## src/hw/rtl/ppm_pkg.sv

```systemverilog
`timescale 1ns / 1ps
// ----------------------------------------------------------------------------
// ppm_pkg
// Shared types and constants of the pad poll protocol master.
// ----------------------------------------------------------------------------
package ppm_pkg;

	localparam int REPLY_BYTES_DEF = 8;

	localparam logic [7:0]  ADDR_BYTE  = 8'h01;
	localparam logic [7:0]  POLL_BYTE  = 8'h42;
	localparam logic [7:0]  IDLE_BYTE  = 8'h00;
	localparam logic [7:0]  AXIS_IDLE  = 8'h80;
	localparam logic [7:0]  BYTE_CLEAR = 8'h00;
	localparam logic [3:0]  TYPE_DUAL  = 4'h7;
	localparam logic [3:0]  TYPE_ANLG  = 4'h5;
	localparam logic [15:0] BTN_INVERT = 16'hFFFF;
	localparam int          AXIS_FIRST = 4;
	localparam int          AXIS_COUNT = 4;
	localparam int          CLEAR_LOW  = 4;

	localparam logic KIND_START = 1'b0;
	localparam logic KIND_BYTE  = 1'b1;

	typedef enum logic [3:0] {
		PH_IDLE = 4'b0001,
		PH_ADDR = 4'b0010,
		PH_HEAD = 4'b0100,
		PH_DATA = 4'b1000
	} phase_t;

endpackage

```

## src/hw/rtl/pad_poll_protocol_master_unit.sv

```systemverilog
`timescale 1ns / 1ps
// ----------------------------------------------------------------------------
// pad_poll_protocol_master_unit
// Poll master for a game-pad serial port: select, address, header, reply
// bytes, then decoded buttons and analog axes.
// ----------------------------------------------------------------------------
// Channel  Handshake            Payload
// in       in_valid / in_ready  kind, port, rx_byte, acked
// out      out_valid/ out_ready tx_valid, tx_byte, select_active, port_select,
//                               done_res, buttons, is_analog, right_x, right_y,
//                               left_x, left_y
//
// One request in, one result out; a request may be taken in every cycle
// that in_ready is high. State advances as the request is taken and the result
// lands in a single output register, shown the next cycle.
// in_ready is low only while a result is held and out_ready is low.
// arst_n clears the poll state, presets the reply bytes and empties the output register.
// ----------------------------------------------------------------------------
module pad_poll_protocol_master_unit #(
	parameter int REPLY_BYTES = ppm_pkg::REPLY_BYTES_DEF
) (
	input  logic        clk,
	input  logic        arst_n,
	input  logic        in_valid,
	output logic        in_ready,
	input  logic        kind,
	input  logic        port,
	input  logic [7:0]  rx_byte,
	input  logic        acked,
	output logic        out_valid,
	input  logic        out_ready,
	output logic        tx_valid,
	output logic [7:0]  tx_byte,
	output logic        select_active,
	output logic        port_select,
	output logic        done_res,
	output logic [15:0] buttons,
	output logic        is_analog,
	output logic [7:0]  right_x,
	output logic [7:0]  right_y,
	output logic [7:0]  left_x,
	output logic [7:0]  left_y
);

	localparam int IDX_W = $clog2(REPLY_BYTES);
	localparam int LEN_W = $clog2(REPLY_BYTES + 1);
	localparam int CMP_W = LEN_W + 1;
	localparam int RAW_W = 6;

	ppm_pkg::phase_t  phase_q, phase_nx;
	logic [IDX_W-1:0] idx_q, idx_nx;
	logic [LEN_W-1:0] len_q, len_nx;
	logic [3:0]       type_q, type_nx;
	logic             port_q, port_nx;
	logic [7:0]       store_q  [REPLY_BYTES];
	logic [7:0]       store_nx [REPLY_BYTES];
	logic [7:0]       axis_w   [ppm_pkg::AXIS_COUNT];

	logic [RAW_W-1:0] len_raw;
	logic             take;
	logic             fin_def, fin_data;

	logic        r_tx_v, r_sel, r_done, r_ana;
	logic [7:0]  r_tx_b;
	logic [15:0] r_btn;
	logic [7:0]  r_axis [ppm_pkg::AXIS_COUNT];

	logic        res_valid_q;
	logic        tx_valid_q, select_q, port_sel_q, done_q, analog_q;
	logic [7:0]  tx_byte_q;
	logic [15:0] buttons_q;
	logic [7:0]  axis_q [ppm_pkg::AXIS_COUNT];

	assign in_ready = !res_valid_q || out_ready;
	assign take     = in_valid && in_ready;
	assign len_raw  = (RAW_W'(rx_byte[3:0]) + RAW_W'(1)) << 1;

	genvar g;
	generate
		for (g = 0; g < ppm_pkg::AXIS_COUNT; g++) begin : g_axis
			if (ppm_pkg::AXIS_FIRST + g < REPLY_BYTES) begin : g_in
				assign axis_w[g] = store_nx[ppm_pkg::AXIS_FIRST + g];
			end else begin : g_out
				assign axis_w[g] = ppm_pkg::AXIS_IDLE;
			end
		end
	endgenerate

	always_comb begin
		phase_nx = phase_q;
		idx_nx   = idx_q;
		len_nx   = len_q;
		type_nx  = type_q;
		port_nx  = port_q;
		store_nx = store_q;
		fin_def  = 1'b0;
		fin_data = 1'b0;
		r_tx_v   = 1'b0;
		r_tx_b   = ppm_pkg::IDLE_BYTE;
		r_sel    = 1'b0;
		if (kind == ppm_pkg::KIND_START) begin
			port_nx = port;
			for (int i = 0; i < REPLY_BYTES; i++) begin
				store_nx[i] = (i < ppm_pkg::CLEAR_LOW) ? ppm_pkg::BYTE_CLEAR : ppm_pkg::AXIS_IDLE;
			end
			type_nx  = '0;
			len_nx   = '0;
			idx_nx   = '0;
			phase_nx = ppm_pkg::PH_ADDR;
			r_tx_v   = 1'b1;
			r_tx_b   = ppm_pkg::ADDR_BYTE;
			r_sel    = 1'b1;
		end else begin
			case (phase_q)
				ppm_pkg::PH_ADDR: begin
					if (!acked) begin
						fin_def = 1'b1;
					end else begin
						phase_nx = ppm_pkg::PH_HEAD;
						r_tx_v   = 1'b1;
						r_tx_b   = ppm_pkg::POLL_BYTE;
						r_sel    = 1'b1;
					end
				end
				ppm_pkg::PH_HEAD: begin
					store_nx[0] = rx_byte;
					if (!acked) begin
						fin_def = 1'b1;
					end else begin
						type_nx = rx_byte[7:4];
						if (len_raw > RAW_W'(REPLY_BYTES)) begin
							len_nx = LEN_W'(REPLY_BYTES);
						end else begin
							len_nx = LEN_W'(len_raw);
						end
						idx_nx   = IDX_W'(1);
						phase_nx = ppm_pkg::PH_DATA;
						r_tx_v   = 1'b1;
						r_tx_b   = ppm_pkg::IDLE_BYTE;
						r_sel    = 1'b1;
					end
				end
				ppm_pkg::PH_DATA: begin
					store_nx[idx_q] = rx_byte;
					if ((CMP_W'(idx_q) + CMP_W'(1) >= CMP_W'(len_q)) || !acked) begin
						fin_data = 1'b1;
					end else begin
						idx_nx = idx_q + IDX_W'(1);
						r_tx_v = 1'b1;
						r_tx_b = ppm_pkg::IDLE_BYTE;
						r_sel  = 1'b1;
					end
				end
				default: begin
				end
			endcase
		end
		if (fin_def || fin_data) begin
			phase_nx = ppm_pkg::PH_IDLE;
		end
	end

	always_comb begin
		r_done = fin_def || fin_data;
		r_btn  = '0;
		r_ana  = 1'b0;
		for (int i = 0; i < ppm_pkg::AXIS_COUNT; i++) begin
			r_axis[i] = ppm_pkg::AXIS_IDLE;
		end
		if (fin_data) begin
			r_btn = {store_nx[3], store_nx[2]} ^ ppm_pkg::BTN_INVERT;
			if (type_q == ppm_pkg::TYPE_DUAL || type_q == ppm_pkg::TYPE_ANLG) begin
				r_ana  = 1'b1;
				r_axis = axis_w;
			end
		end
	end

	always_ff @(posedge clk or negedge arst_n) begin
		if (!arst_n) begin
			phase_q <= ppm_pkg::PH_IDLE;
			idx_q   <= '0;
			len_q   <= '0;
			type_q  <= '0;
			port_q  <= 1'b0;
		end else if (take) begin
			phase_q <= phase_nx;
			idx_q   <= idx_nx;
			len_q   <= len_nx;
			type_q  <= type_nx;
			port_q  <= port_nx;
		end
	end

	always_ff @(posedge clk or negedge arst_n) begin
		if (!arst_n) begin
			for (int i = 0; i < REPLY_BYTES; i++) begin
				store_q[i] <= (i < ppm_pkg::CLEAR_LOW) ? ppm_pkg::BYTE_CLEAR : ppm_pkg::AXIS_IDLE;
			end
		end else if (take) begin
			store_q <= store_nx;
		end
	end

	always_ff @(posedge clk or negedge arst_n) begin
		if (!arst_n) begin
			res_valid_q <= 1'b0;
		end else if (take) begin
			res_valid_q <= 1'b1;
		end else if (out_ready) begin
			res_valid_q <= 1'b0;
		end
	end

	always_ff @(posedge clk) begin
		if (take) begin
			tx_valid_q <= r_tx_v;
			tx_byte_q  <= r_tx_b;
			select_q   <= r_sel;
			port_sel_q <= port_nx;
			done_q     <= r_done;
			buttons_q  <= r_btn;
			analog_q   <= r_ana;
			axis_q     <= r_axis;
		end
	end

	assign out_valid     = res_valid_q;
	assign tx_valid      = tx_valid_q;
	assign tx_byte       = tx_byte_q;
	assign select_active = select_q;
	assign port_select   = port_sel_q;
	assign done_res      = done_q;
	assign buttons       = buttons_q;
	assign is_analog     = analog_q;
	assign right_x       = axis_q[0];
	assign right_y       = axis_q[1];
	assign left_x        = axis_q[2];
	assign left_y        = axis_q[3];

endmodule

```

## config.mk

```make
export PLATFORM = sky130hd
export DESIGN_NAME = pad_poll_protocol_master_unit
export DESIGN_NICKNAME = d
export VERILOG_FILES = /design/src/hw/rtl/ppm_pkg.sv /design/src/hw/rtl/pad_poll_protocol_master_unit.sv
export SDC_FILE = /design/constraint.sdc
export NUM_CORES = 1
export LEC_CHECK = 0
export ABC_AREA = 1
export BUFFER_PORTS_ARGS = -buffer_cell sky130_fd_sc_hd__buf_2
export CAP_MARGIN = 20
export CORE_MARGIN = 10
export CORE_UTILIZATION = 59
export CTS_BUF_LIST = sky130_fd_sc_hd__clkbuf_8
export CTS_CLUSTER_SIZE = 30
export DETAILED_ROUTE_END_ITERATION = 8
export PLACE_DENSITY = 0.79
export SYNTH_ARGS = -nofsm -noshare
export SYNTH_HDL_FRONTEND = slang
export SYNTH_SLANG_ARGS = --single-unit
```

## constraint.sdc

```tcl
create_clock -name clk -period 3.5 [get_ports clk]
set_clock_uncertainty 0.05 [all_clocks]
set_input_delay 0.525 -clock clk [delete_from_list [all_inputs] [get_ports clk]]
set_output_delay 0.525 -clock clk [all_outputs]
set_load 0.05 [all_outputs]
```

# Word level (Yosys, flattened, before mapping)
# Index checks and enable logic that the tools add are counted.
# word_totals
inputBits,15
word_cells,102
reg_bits,140
out_inout_bits,63
# op_classes
mux,37
magnitude_cmp,4
eq_ne,14
bitwise,2
n_addsub,3
n_reduce_logical,17
# op_table
operator,n
bitwise mux 64 bit,1
two-way mux 64 bit,1
two-way mux 56 bit,1
two-way mux 4 bit,11
demux 8 bit (select 3 bit),1
NOT 16 bit,1
case mux 8 bit (2 select lines),1
two-way mux 1 bit,13
"equality test 4 x 3 -> 1 bit, second input constant",3
two-way mux 3 bit,3
two-way mux 8 bit,1
"!= test 4 bit, second input constant",2
case mux 4 bit (2 select lines),1
AND reduction 2 bit,4
AND reduction 4 bit,2
two-way mux 7 bit,1
"greater-than comparator 6 x 4 -> 1 bit, second input constant",1
"!= test 2 x 1 -> 1 bit, second input constant",3
"!= test 3 bit, second input constant",2
case mux 3 bit (2 select lines),1
"adder 4 x 1 -> 5 bit, second input constant",1
"adder 3 x 1 -> 4 bit, second input constant",1
"equality test 4 x 2 -> 1 bit, second input constant",1
"equality test 4 bit, second input constant",1
14 further kinds,19

# Logic depth before layout (Yosys ltp)
# Gate-level depths: netlist of run 1.
# logic_depth
depth_word,9
depth_mapped,15
ltp_nobuf,14

# Worst setup path before layout of run 1
# No wires, ideal clock.
# synth_path
path_type,flip-flop to flip-flop
startpoint,"register res_valid_q, in the netlist out_valid"
endpoint,"register buttons_q[0], in the netlist buttons[0], enable pin"
stages_incl_launch_ff,4
arrival_ns,2.717
setup_ns,0.439
required_time_ns,3.011
path_slack_ns,0.294
n_path_buf,2
period_less_slack_ns,3.206
cell_sequence,dfrtp_1 -> a21oi_1 -> buf_2 -> buf_1
# synth_between
elab_chain_len,3
# synth_lines
element,line_no,rtl
"start, declared",pad_poll_protocol_master_unit.sv:68,logic res_valid_q;
"start signal, assigned",pad_poll_protocol_master_unit.sv:207,res_valid_q <= 1'b0;
"start signal, assigned",pad_poll_protocol_master_unit.sv:209,res_valid_q <= 1'b1;
"start signal, assigned",pad_poll_protocol_master_unit.sv:211,res_valid_q <= 1'b0;
zero test 1 bit,pad_poll_protocol_master_unit.sv:74,assign in_ready = !res_valid_q || out_ready;
logical OR 1 bit,pad_poll_protocol_master_unit.sv:74,
logical AND 1 bit,pad_poll_protocol_master_unit.sv:75,assign take = in_valid && in_ready;
named net take,pad_poll_protocol_master_unit.sv:60,logic take;
"end signal, assigned",pad_poll_protocol_master_unit.sv:222,buttons_q <= r_btn;
"end, declared",pad_poll_protocol_master_unit.sv:71,logic [15:0] buttons_q;
# The timed path passes the listed nets, and every way through them passes these cells.
# A chain may end at the register's enable or synchronous reset.

# Worst setup path after layout of run 1
# layout_path
startpoint,register idx_q[0]
endpoint,"register axis_q, in the netlist left_y[0] (data pin)"
# layout_between
elab_chain_len,8
word_cells_on_any_way,16
cone_classes,1 x add/sub; 3 x order compare; 8 x mux; 1 x bitwise; 3 x reduce/logical
# layout_lines
element,line_no,rtl
"start, declared",pad_poll_protocol_master_unit.sv:51,"logic [IDX_W-1:0] idx_q, idx_nx;"
"start signal, assigned",pad_poll_protocol_master_unit.sv:188,idx_q <= idx_nx;
branches (longest 8 deep; another with adder 3 x 1 -> 4 bit),--,
"end signal, assigned",pad_poll_protocol_master_unit.sv:224,axis_q <= r_axis;
"end, declared",pad_poll_protocol_master_unit.sv:72,logic [7:0] axis_q [ppm_pkg::AXIS_COUNT];
# Parallel ways; which one is timed is not known. The select of a mux whose other input is x is not followed.

==> qor.txt, run 1 <==
Fin Setup TNS: 0 ns
post_cts resized: 0
Die X: 116.6 um
Die Y: 116.6 um
TritonCTS buffer count: 17
Initial Utilization: 60.11%
vias in the first global route: 4,256
CTS Root Cell: clkbuf_8
Netlist cell types: 36
Setup CP Type: flop to flop
worst slew pin tran: 0.8386 ns
largest net degree at the start of global routing: 64
final hold vios: 0
Worst Hold Class: input pin to async pin
Worst Setup End Kind: flop
I/O pins: 78
Seq/Total Area, Yosys: 58.24%
Slew Limit Headroom: 44.09%
CTS tree: done
share of the synthesized area in the top cell type: 29.47%
Synth warnings: 0
DP HPWL: 8.319 mm
Setup Fix Bufs, Post-CTS: 0
Clk pwr share: 36.9%
total track usage: 19.56%
fin. max-slew vios: 0
Syn Inst Count: 597
first-pass GRT wire length: 20.80 mm
power share of the sequential group: 47.0%
Worst EP arrival: 2.76 ns
Post-Syn Area per Cell: 9.215 um2
maximum clock rate: 378.9 MHz
Diodes inserted: 0
worst path required time: 3.62 ns
# hold bufs at CTS: 0
Fillers: 685
Logic pwr share: 16.1%
DR pass1 iterations: 6
Antenna Violating Nets Remaining: 0
Internal: 2.383 mW
initial antenna violation count: 0
status: completed
synth top area cells: edfxtp_1, dfrtp_1, nand2_1
crit-path max FO: 28
final setup vio count: 0
placed cell count: 760
biggest area consumer among synthesized cells: edfxtp_1
worst skew pair latency: 0.43 ns
Final Util: 68.93%
Longest Clk Path Bufs: 2
Pleak: 2.894 nW
Worst setup SP type: flop
Avg Vias per Cell: 5.506
full die area: 13,590 um2
Routed WL per cell: 15.86 um
total power draw: 3.396 mW
GRT overflow: 0
Storage cell area: 3204 um2
Switching Share: 29.83%
Remaining DRCs: 0
Multi-input gate area: 1872 um2
final hold slack: 0.2252 ns
Post-Layout Cell Count: 792
RSZ-0062 raised after global routing: false
H-tree depth: 4
share of cells above drive strength 1: 22.17%
vias: 4,361
Port Buffers: 72
Routed WL: 12.56 mm
nets: 687
Switching Power: 1.013 mW
Power per Cell Area: 538.4 nW/um2
gpl congestion: 0.8424
Max VDD drop: 0.0002955 V
CTS Sinks: 117
post-synthesis cell area: 5502 um2
core region area: 9153 um2
Row Count: 35
Seq cells post-synth: 117
clock-pin slew on the worst setup and hold paths: 0.07 ns
Max Cap Viol: 0
Area Overhead vs Synth: 14.67%
Tmin final: 2.639 ns
DRT iter0 DRCs: 452
period utilization: 75.40%
through the flow:
| stage | setup slack (ns) | cell area, um2 |
|---|---|---|
| after floorplan | 0.2938 | 5517 |
| after global placement | 0.9715 | 5901 |
| after detailed placement | 0.8772 | 5901 |
| after CTS | 0.8578 | 6309 |
| after global routing | 0.6823 | 6309 |
| final | 0.8611 | 6309 |
cell usage after synthesis (all sizes together):
library cell and number:
a31oi 11, nand3 38, o21ai 59, dfstp 5, edfxtp 54, ha 4
conb 1, nand4 10, o31ai 1, clkbuf 10, dfrtp 58, nand2 176
clkinv 1, nor2 67, nor3 2, inv 71, buf 19, a21oi 5
o22ai 3, xor2 1, o21a 1
worst max-delay path, stage by stage, from the launching register on:
cell,delay [ns]
dfrtp_1,0.50
ha_1,0.35
inv_1,0.04
ha_1,0.26
nand2_1,0.08
nand2_1,0.05
nand2_1,0.06
nand2_1,0.05
nand2_1,0.06
nand2_2,0.07
nand2_4,0.24
nor2_8,0.07
inv_4,0.38
nor2_1,0.08
per-layer routing:
layer | up-vias | routed length, um | global-route usage, %
li1 | 2066 | - | -
met1 | 2059 | 5219 | 24.59
met2 | 201 | 6110 | 31.79
met3 | 35 | 945 | 4.879
met4 | 0 | 284 | 7.825
met5 | - | 0 | 0
logic make-up after synthesis:
logic type | Yosys count | share of synthesized area, %
AOI/OAI and AO/OA | 80 | 7.801
xor gates and xnor gates | 1 | 0.1592
adders and majority gates | 4 | 0.9097
buffers and inverters | 101 | 8.210
DFF | 117 | 58.24
other | 1 | 0.06816
and+or+nand+nor | 293 | 24.61
placed cells by master, fill, tap and decap left out, types with 3 or more instances in the layout:
cell        n
o21ai_1     6
nand4_1    10
nand3_1    35
buf_4       4
nor2_1     43
buf_2      72
inv_1      70
o22ai_1     3
o21ai_0    53
clkbuf_8   22
ha_1        4
conb_1      5
edfxtp_1   54
nor2_2     15
a21oi_1     4
nand2_1   170
nor2_4      8
a31oi_1    10
nand2_2     5
dfrtp_1    58
dfstp_2     5
power groups by stage:
stage | registers (mW) | clock network [mW] | logic (mW)
after detailed placement | 1.62 | 0 | 0.543
after CTS | 1.60 | 1.26 | 0.547
after global placement | 1.62 | 0 | 0.527
after global routing | 1.61 | 1.33 | 0.593
final | 1.60 | 1.25 | 0.547
after floorplan | 1.75 | 0 | 0.290
final cells by class:
class / count / share of cell area (%)
sequential: 117 / 50.79
timing repair buffer: 77 / 6.505
multi-input combinational: 383 / 29.67
inverter: 72 / 4.363
tap: 111 / 2.202
clock inverter: 10 / 1.666
clock buffer: 22 / 4.800
state kept, by name (all words and copies together), names as in the netlist, 2 cells and up:
name	count
buttons	16
idx_q	3
left_x	8
left_y	8
len_q	3
phase_q	4
right_x	8
right_y	8
store_q	48
tx_byte	2
type_q	3
worst paths after layout:
kind | startpoint | to | slack, ns | cells after the start
min reg2reg | store_q[15] | store_q[15] | 0.43 | 2
min in group clk | in_valid | out_valid | 0.27 | 3
max in group asynchronous | arst_n | store_q[39] | 2.62 | 2
max | idx_q[0] | left_y[0] | 0.86 | 13
min | arst_n | phase_q[1] | 0.23 | 2
max reg2reg | idx_q[0] | left_y[0] | 0.86 | 13
(Power assumes the default switching activity.)
==> inputs of run 2 (changes only) <==
==> constraint.sdc (replaced) <==
create_clock -name clk -period 2.6 [get_ports clk]
set_clock_uncertainty 0.05 [all_clocks]
set_input_delay 0.39 -clock clk [delete_from_list [all_inputs] [get_ports clk]]
set_output_delay 0.39 -clock clk [all_outputs]
set_load 0.05 [all_outputs]
==> run 2 against run 1 <==
Non-clock buffer count is 7 higher. Via count is 0.96% higher. Highest routed layer unchanged. Final area is 1.2% higher. Largest power group unchanged.
==> qor.txt, run 2 (synthesized netlist as in run 1, its figures left out) <==
Fillers: 654 (-4.5%)
period utilization: 87.75% (+12 points)
Setup Fix Bufs, Post-CTS: 0 (unchanged)
post-place instance area: 5958 um2 (+0.98%)
status: completed
Diodes inserted: 0 (unchanged)
Tmin final: 2.282 ns (-0.3574 ns)
initial antenna violation count: 0 (unchanged)
Area Overhead vs Synth: 16.01%
maximum clock rate: 438.3 MHz (+16%)
CTS Sinks: 117 (unchanged)
Die X: 116.6 um (unchanged)
I/O pins: 78 (unchanged)
Routed WL per cell: 16.41 um (+3.5%)
Worst Setup End Kind: flop
share of cells above drive strength 1: 22.97% (+0.79 points)
Port Buffers: 72 (unchanged)
Storage cell area: 3204 um2 (unchanged)
critical path, cell by cell: ha_1 > xor2_1 > ha_1 > nand2_1 > nand2_1 > nand2_1 > nand2_2 > nand2_4 > buf_4 > nand2_1 > nand2_1 > nand2_1 > nand2_1
DP HPWL: 8.699 mm (+4.6%)
Avg Vias per Cell: 5.511 (about the same)
core region area: 9153 um2 (unchanged)
largest net degree at the start of global routing: 64 (unchanged)
max reg flops: 48 (unchanged)
fin. max-slew vios: 0 (unchanged)
Worst setup SP type: flop
post-route setup slack: 0.3185 ns (-0.5426 ns)
Most flops, register: store_q
Max Cap Viol: 0 (unchanged)
first-pass GRT wire length: 21.63 mm (+4.0%)
CTS tree: done
Post-Layout Cell Count: 799 (+0.88%)
Pleak: 2.916 nW (+0.76%)
Antenna Violating Nets Remaining: 0 (unchanged)
RSZ-0062 raised after global routing: false
Routed WL: 13.11 mm (+4.4%)
post_cts resized: 0 (unchanged)
DRT iter0 DRCs: 385 (-15%)
Fin Setup TNS: 0 ns (unchanged)
Die Y: 116.6 um (unchanged)
Setup CP Type: flop to flop
Max VDD drop: 0.0004129 V (+40%)
# hold bufs at CTS: 1 (+1)
crit-path max cell delay: 0.44 ns (-0.06 ns)
Worst Hold Class: input pin to flop
DR pass1 iterations: 6 (unchanged)
CTS Root Cell: clkbuf_8
Final Util: 69.73% (+0.81 points)
nets: 694 (+1.0%)
total power draw: 4.654 mW (+37%)
Slowest-stage cell, CP: dfrtp_1
worst path required time: 2.93 ns (-0.69 ns)
Remaining DRCs: 0 (unchanged)
Initial Utilization: 60.11% (unchanged)
Slew Limit Headroom: 48.86% (+4.8 points)
final hold slack: 0.1354 ns (-0.08979 ns)
crit-path max FO: 20 (-29%)
Multi-input gate area: 1872 um2 (unchanged)
final hold vios: 0 (unchanged)
Power per Cell Area: 729.2 nW/um2 (+35%)
total track usage: 20.50% (+0.94 points)
clock-pin slew on the worst setup and hold paths: 0.08 ns (about the same)
GRT overflow: 0 (unchanged)
vias: 4,403 (+0.96%)
pre-CTS WS: 0.3800 ns (-0.4973 ns)
gpl congestion: 0.8903 (+5.7%)
worst skew pair latency: 0.44 ns (about the same)
final setup vio count: 0 (unchanged)
most frequent cells in the layout: nand2_1, buf_2, inv_1
fin area: 6382 um2 (+1.2%)
placed cell count: 766 (+0.79%)
worst slew pin tran: 0.7671 ns (-0.07146 ns)
most frequent cell on the critical path: nand2_1
H-tree depth: 4 (unchanged)
Row Count: 35 (unchanged)
vias in the first global route: 4,378 (+2.9%)
Longest Clk Path Bufs: 2 (unchanged)
TritonCTS buffer count: 17 (unchanged)
full die area: 13,590 um2 (unchanged)
commonest non-fill, non-tap cell in the layout: nand2_1
Worst EP arrival: 2.61 ns (-0.15 ns)
[run 2: power by group]
part / internal [mW] / switching, mW
Clock: 0.950 / 0.800
Sequential: 2.07 / 0.0618
Combinational: 0.181 / 0.590
Total: 3.20 / 1.45
[run 2: final cells by class]
class,instances,share of cell area (%)
clock buffer,17,3.666
clock inverter,15,2.823
timing repair buffer,84,7.489
sequential,117,50.21
tap,111,2.176
inverter,72,4.313
multi-input combinational,383,29.33
[run 2: path summary, 6_finish.rpt]
path	from	to	slack, ns	cells after the start
hold / removal	in_valid	out_valid	0.14	3
max in group asynchronous	arst_n	store_q[15]	1.22	3
setup / recovery	idx_q[1]	phase_q[2]	0.32	13
hold reg to reg	store_q[15]	store_q[15]	0.42	2
setup reg to reg	idx_q[1]	phase_q[2]	0.32	13
min in group asynchronous	arst_n	phase_q[1]	0.50	2
[run 2: critical path: cells and delay by family (launching register included)]
kind | cells | cell delay, ns
and+or+nand+nor | 9 | 0.74
DFF | 1 | 0.44
xor gates and xnor gates | 1 | 0.24
buffers and inverters | 1 | 0.27
adders and majority gates | 2 | 0.49
[run 2: routing by layer]
metal  part of all wire (%)  vias to the layer above  global-route usage (%)
li1                       -                     2082                       -
met3                    9.0                       35                   5.907
met2                     49                      206                   33.07
met1                     40                     2080                   25.53
met5                      0                        -                       0
met4                    2.5                        0                   8.072
==> inputs of run 3 (changes only) <==
--- a/config.mk
+++ b/config.mk
@@ -6,13 +6,13 @@
 export NUM_CORES = 1
 export LEC_CHECK = 0
 export ABC_AREA = 1
-export BUFFER_PORTS_ARGS = -buffer_cell sky130_fd_sc_hd__buf_2
 export CAP_MARGIN = 20
 export CORE_MARGIN = 10
-export CORE_UTILIZATION = 59
+export CORE_UTILIZATION = 66
 export CTS_BUF_LIST = sky130_fd_sc_hd__clkbuf_8
 export CTS_CLUSTER_SIZE = 30
 export DETAILED_ROUTE_END_ITERATION = 8
+export DONT_BUFFER_PORTS = 1
 export PLACE_DENSITY = 0.79
 export SYNTH_ARGS = -nofsm -noshare
 export SYNTH_HDL_FRONTEND = slang
==> run 3 against run 2 <==
Sequential power increased by 9.4%. Clock power fell by 7%. Sequential cell count is the same. Global-route usage rose by 0.15 points. Sequential share of layout area is 3.5 points higher. Critical path type unchanged. Largest power group unchanged.
==> qor.txt, run 3 (synthesized netlist as in run 1, its figures left out) <==
status: completed
Final Util: 72.96% (+3.2 points)
Tmin final: 2.307 ns (+0.02575 ns)
share of cells above drive strength 1: 13.84% (-9.1 points)
Die X: 111.3 um (-4.5%)
Fin Setup TNS: 0 ns (unchanged)
Post-Layout Cell Count: 719 (-10%)
most frequent cells in the layout: nand2_1, inv_1, dfrtp_1
DR pass1 iterations: 5 (-1)
vias: 4,148 (-5.8%)
CTS Sinks: 117 (unchanged)
Crit path max-delay family: adder cells
I/O pins: 78 (unchanged)
Power per Cell Area: 746.9 nW/um2 (+2.4%)
CTS tree: done
DP HPWL: 8.143 mm (-6.4%)
clock-pin slew on the worst setup and hold paths: 0.07 ns (about the same)
Routed WL per cell: 17.44 um (+6.3%)
Initial Utilization: 67.29% (+7.2 points)
post_cts resized: 0 (unchanged)
Worst EP arrival: 2.42 ns (-0.19 ns)
commonest non-fill, non-tap cell in the layout: nand2_1
GRT overflow: 0 (unchanged)
Antenna Violating Nets Remaining: 0 (unchanged)
grt peak-use layer: met2
first-pass GRT wire length: 21.02 mm (-2.8%)
CTS Root Cell: clkbuf_8
total track usage: 20.66% (+0.15 points)
Diodes inserted: 0 (unchanged)
fin area: 5964 um2 (-6.5%)
H-tree depth: 4 (unchanged)
crit-path max cell delay: 0.42 ns (-0.02 ns)
period utilization: 88.74% (+0.99 points)
maximum clock rate: 433.4 MHz (-1.1%)
final hold slack: 0.06374 ns (-0.07163 ns)
initial antenna violation count: 0 (unchanged)
placed cell count: 685 (-11%)
Pleak: 2.609 nW (-11%)
Setup CP Type: flop to flop
worst skew pair latency: 0.42 ns (-0.02 ns)
pre-CTS WS: 0.2968 ns (-0.08320 ns)
largest net degree at the start of global routing: 64 (unchanged)
Max VDD drop: 0.0004428 V (+7.2%)
Row Count: 33 (-5.7%)
Worst Hold Class: input pin to flop
RSZ-0062 raised after global routing: false
DRT iter0 DRCs: 376 (-2.3%)
Routed WL: 12.54 mm (-4.4%)
TritonCTS buffer count: 17 (unchanged)
full die area: 12,390 um2 (-8.8%)
critical path, cell by cell: ha_1 > xor2_1 > ha_1 > nand2_1 > nand2_1 > nand2_1 > nand2_2 > nand2_4 > nor2_8 > inv_4 > nor2_1
Slowest-stage cell, CP: dfrtp_1
max reg flops: 48 (unchanged)
most frequent cell on the critical path: nand2_1
Max Cap Viol: 0 (unchanged)
crit-path max FO: 28 (+40%)
fin. max-slew vios: 0 (unchanged)
post-place instance area: 5543 um2 (-7.0%)
Remaining DRCs: 0 (unchanged)
worst path required time: 2.71 ns (-0.22 ns)
total power draw: 4.455 mW (-4.3%)
Avg Vias per Cell: 5.769 (+4.7%)
Slew Limit Headroom: 40.02% (-8.8 points)
core region area: 8175 um2 (-11%)
met1 usage: 26.63% (+1.1 points)
gpl congestion: 0.8897 (about the same)
vias in the first global route: 4,037 (-7.8%)
Port Buffers: 0 (-100%)
post-route setup slack: 0.2927 ns (-0.02575 ns)
Worst setup SP type: flop
final setup vio count: 0 (unchanged)
Worst Setup End Kind: flop
CP Buf/Inv Count: 1 (unchanged)
M2 GR Usage: 32.40% (-0.67 points)
Die Y: 111.3 um (-4.5%)
Area Overhead vs Synth: 8.415%
nets: 620 (-11%)
worst slew pin tran: 0.9016 ns (+0.1344 ns)
M3 GR Usage: 7.846% (+1.9 points)
Most flops, register: store_q
Longest Clk Path Bufs: 2 (unchanged)
final hold vios: 0 (unchanged)
run 3: path summary, 6_finish.rpt:
path,start,endpoint,slack [ns],cells past startpoint
min in group asynchronous,arst_n,store_q[44],0.47,2
hold / removal,in_valid,out_valid,0.06,2
setup reg to reg,idx_q[1],left_y[6],0.29,11
hold reg to reg,phase_q[0],phase_q[0],0.43,2
max in group asynchronous,arst_n,store_q[15],1.71,2
setup / recovery,idx_q[1],left_y[6],0.29,11
run 3: routing by layer:
metal,part of all wire (%),vias up
met5,0,-
met4,1.5,0
met3,11,19
met2,47,239
met1,40,1958
li1,-,1932
run 3: worst reg2reg max path: stages, from the launching register on:
cell     delay [ns]
dfrtp_1        0.42
ha_1           0.22
xor2_1         0.24
ha_1           0.28
nand2_1        0.07
nand2_1        0.04
nand2_1        0.06
nand2_2        0.07
nand2_4        0.09
nor2_8         0.05
inv_4          0.35
nor2_1         0.09
run 3: power by group:
| group | leakage, nW | internal [mW] | switching (mW) |
|---|---|---|---|
| sequential | 1.37 | 2.08 | 0.251 |
| combinational | 1.05 | 0.143 | 0.364 |
| clock | 0.192 | 0.867 | 0.754 |
| total | 2.61 | 3.09 | 1.37 |
run 3: layout make-up:
cell class	count	area, um2
clock buffer	18	247.7
clock inverter	14	136.4
fill	543	2211
inverter	72	275.3
multi-input combinational	383	1872
sequential	117	3204
tap	105	131.4
timing repair buffer	10	97.59
run 3: what timing repair did:
action	in CTS	in global routing
hold endpoints to repair	63	0
hold buffers	2	0
setup buffers	0	0
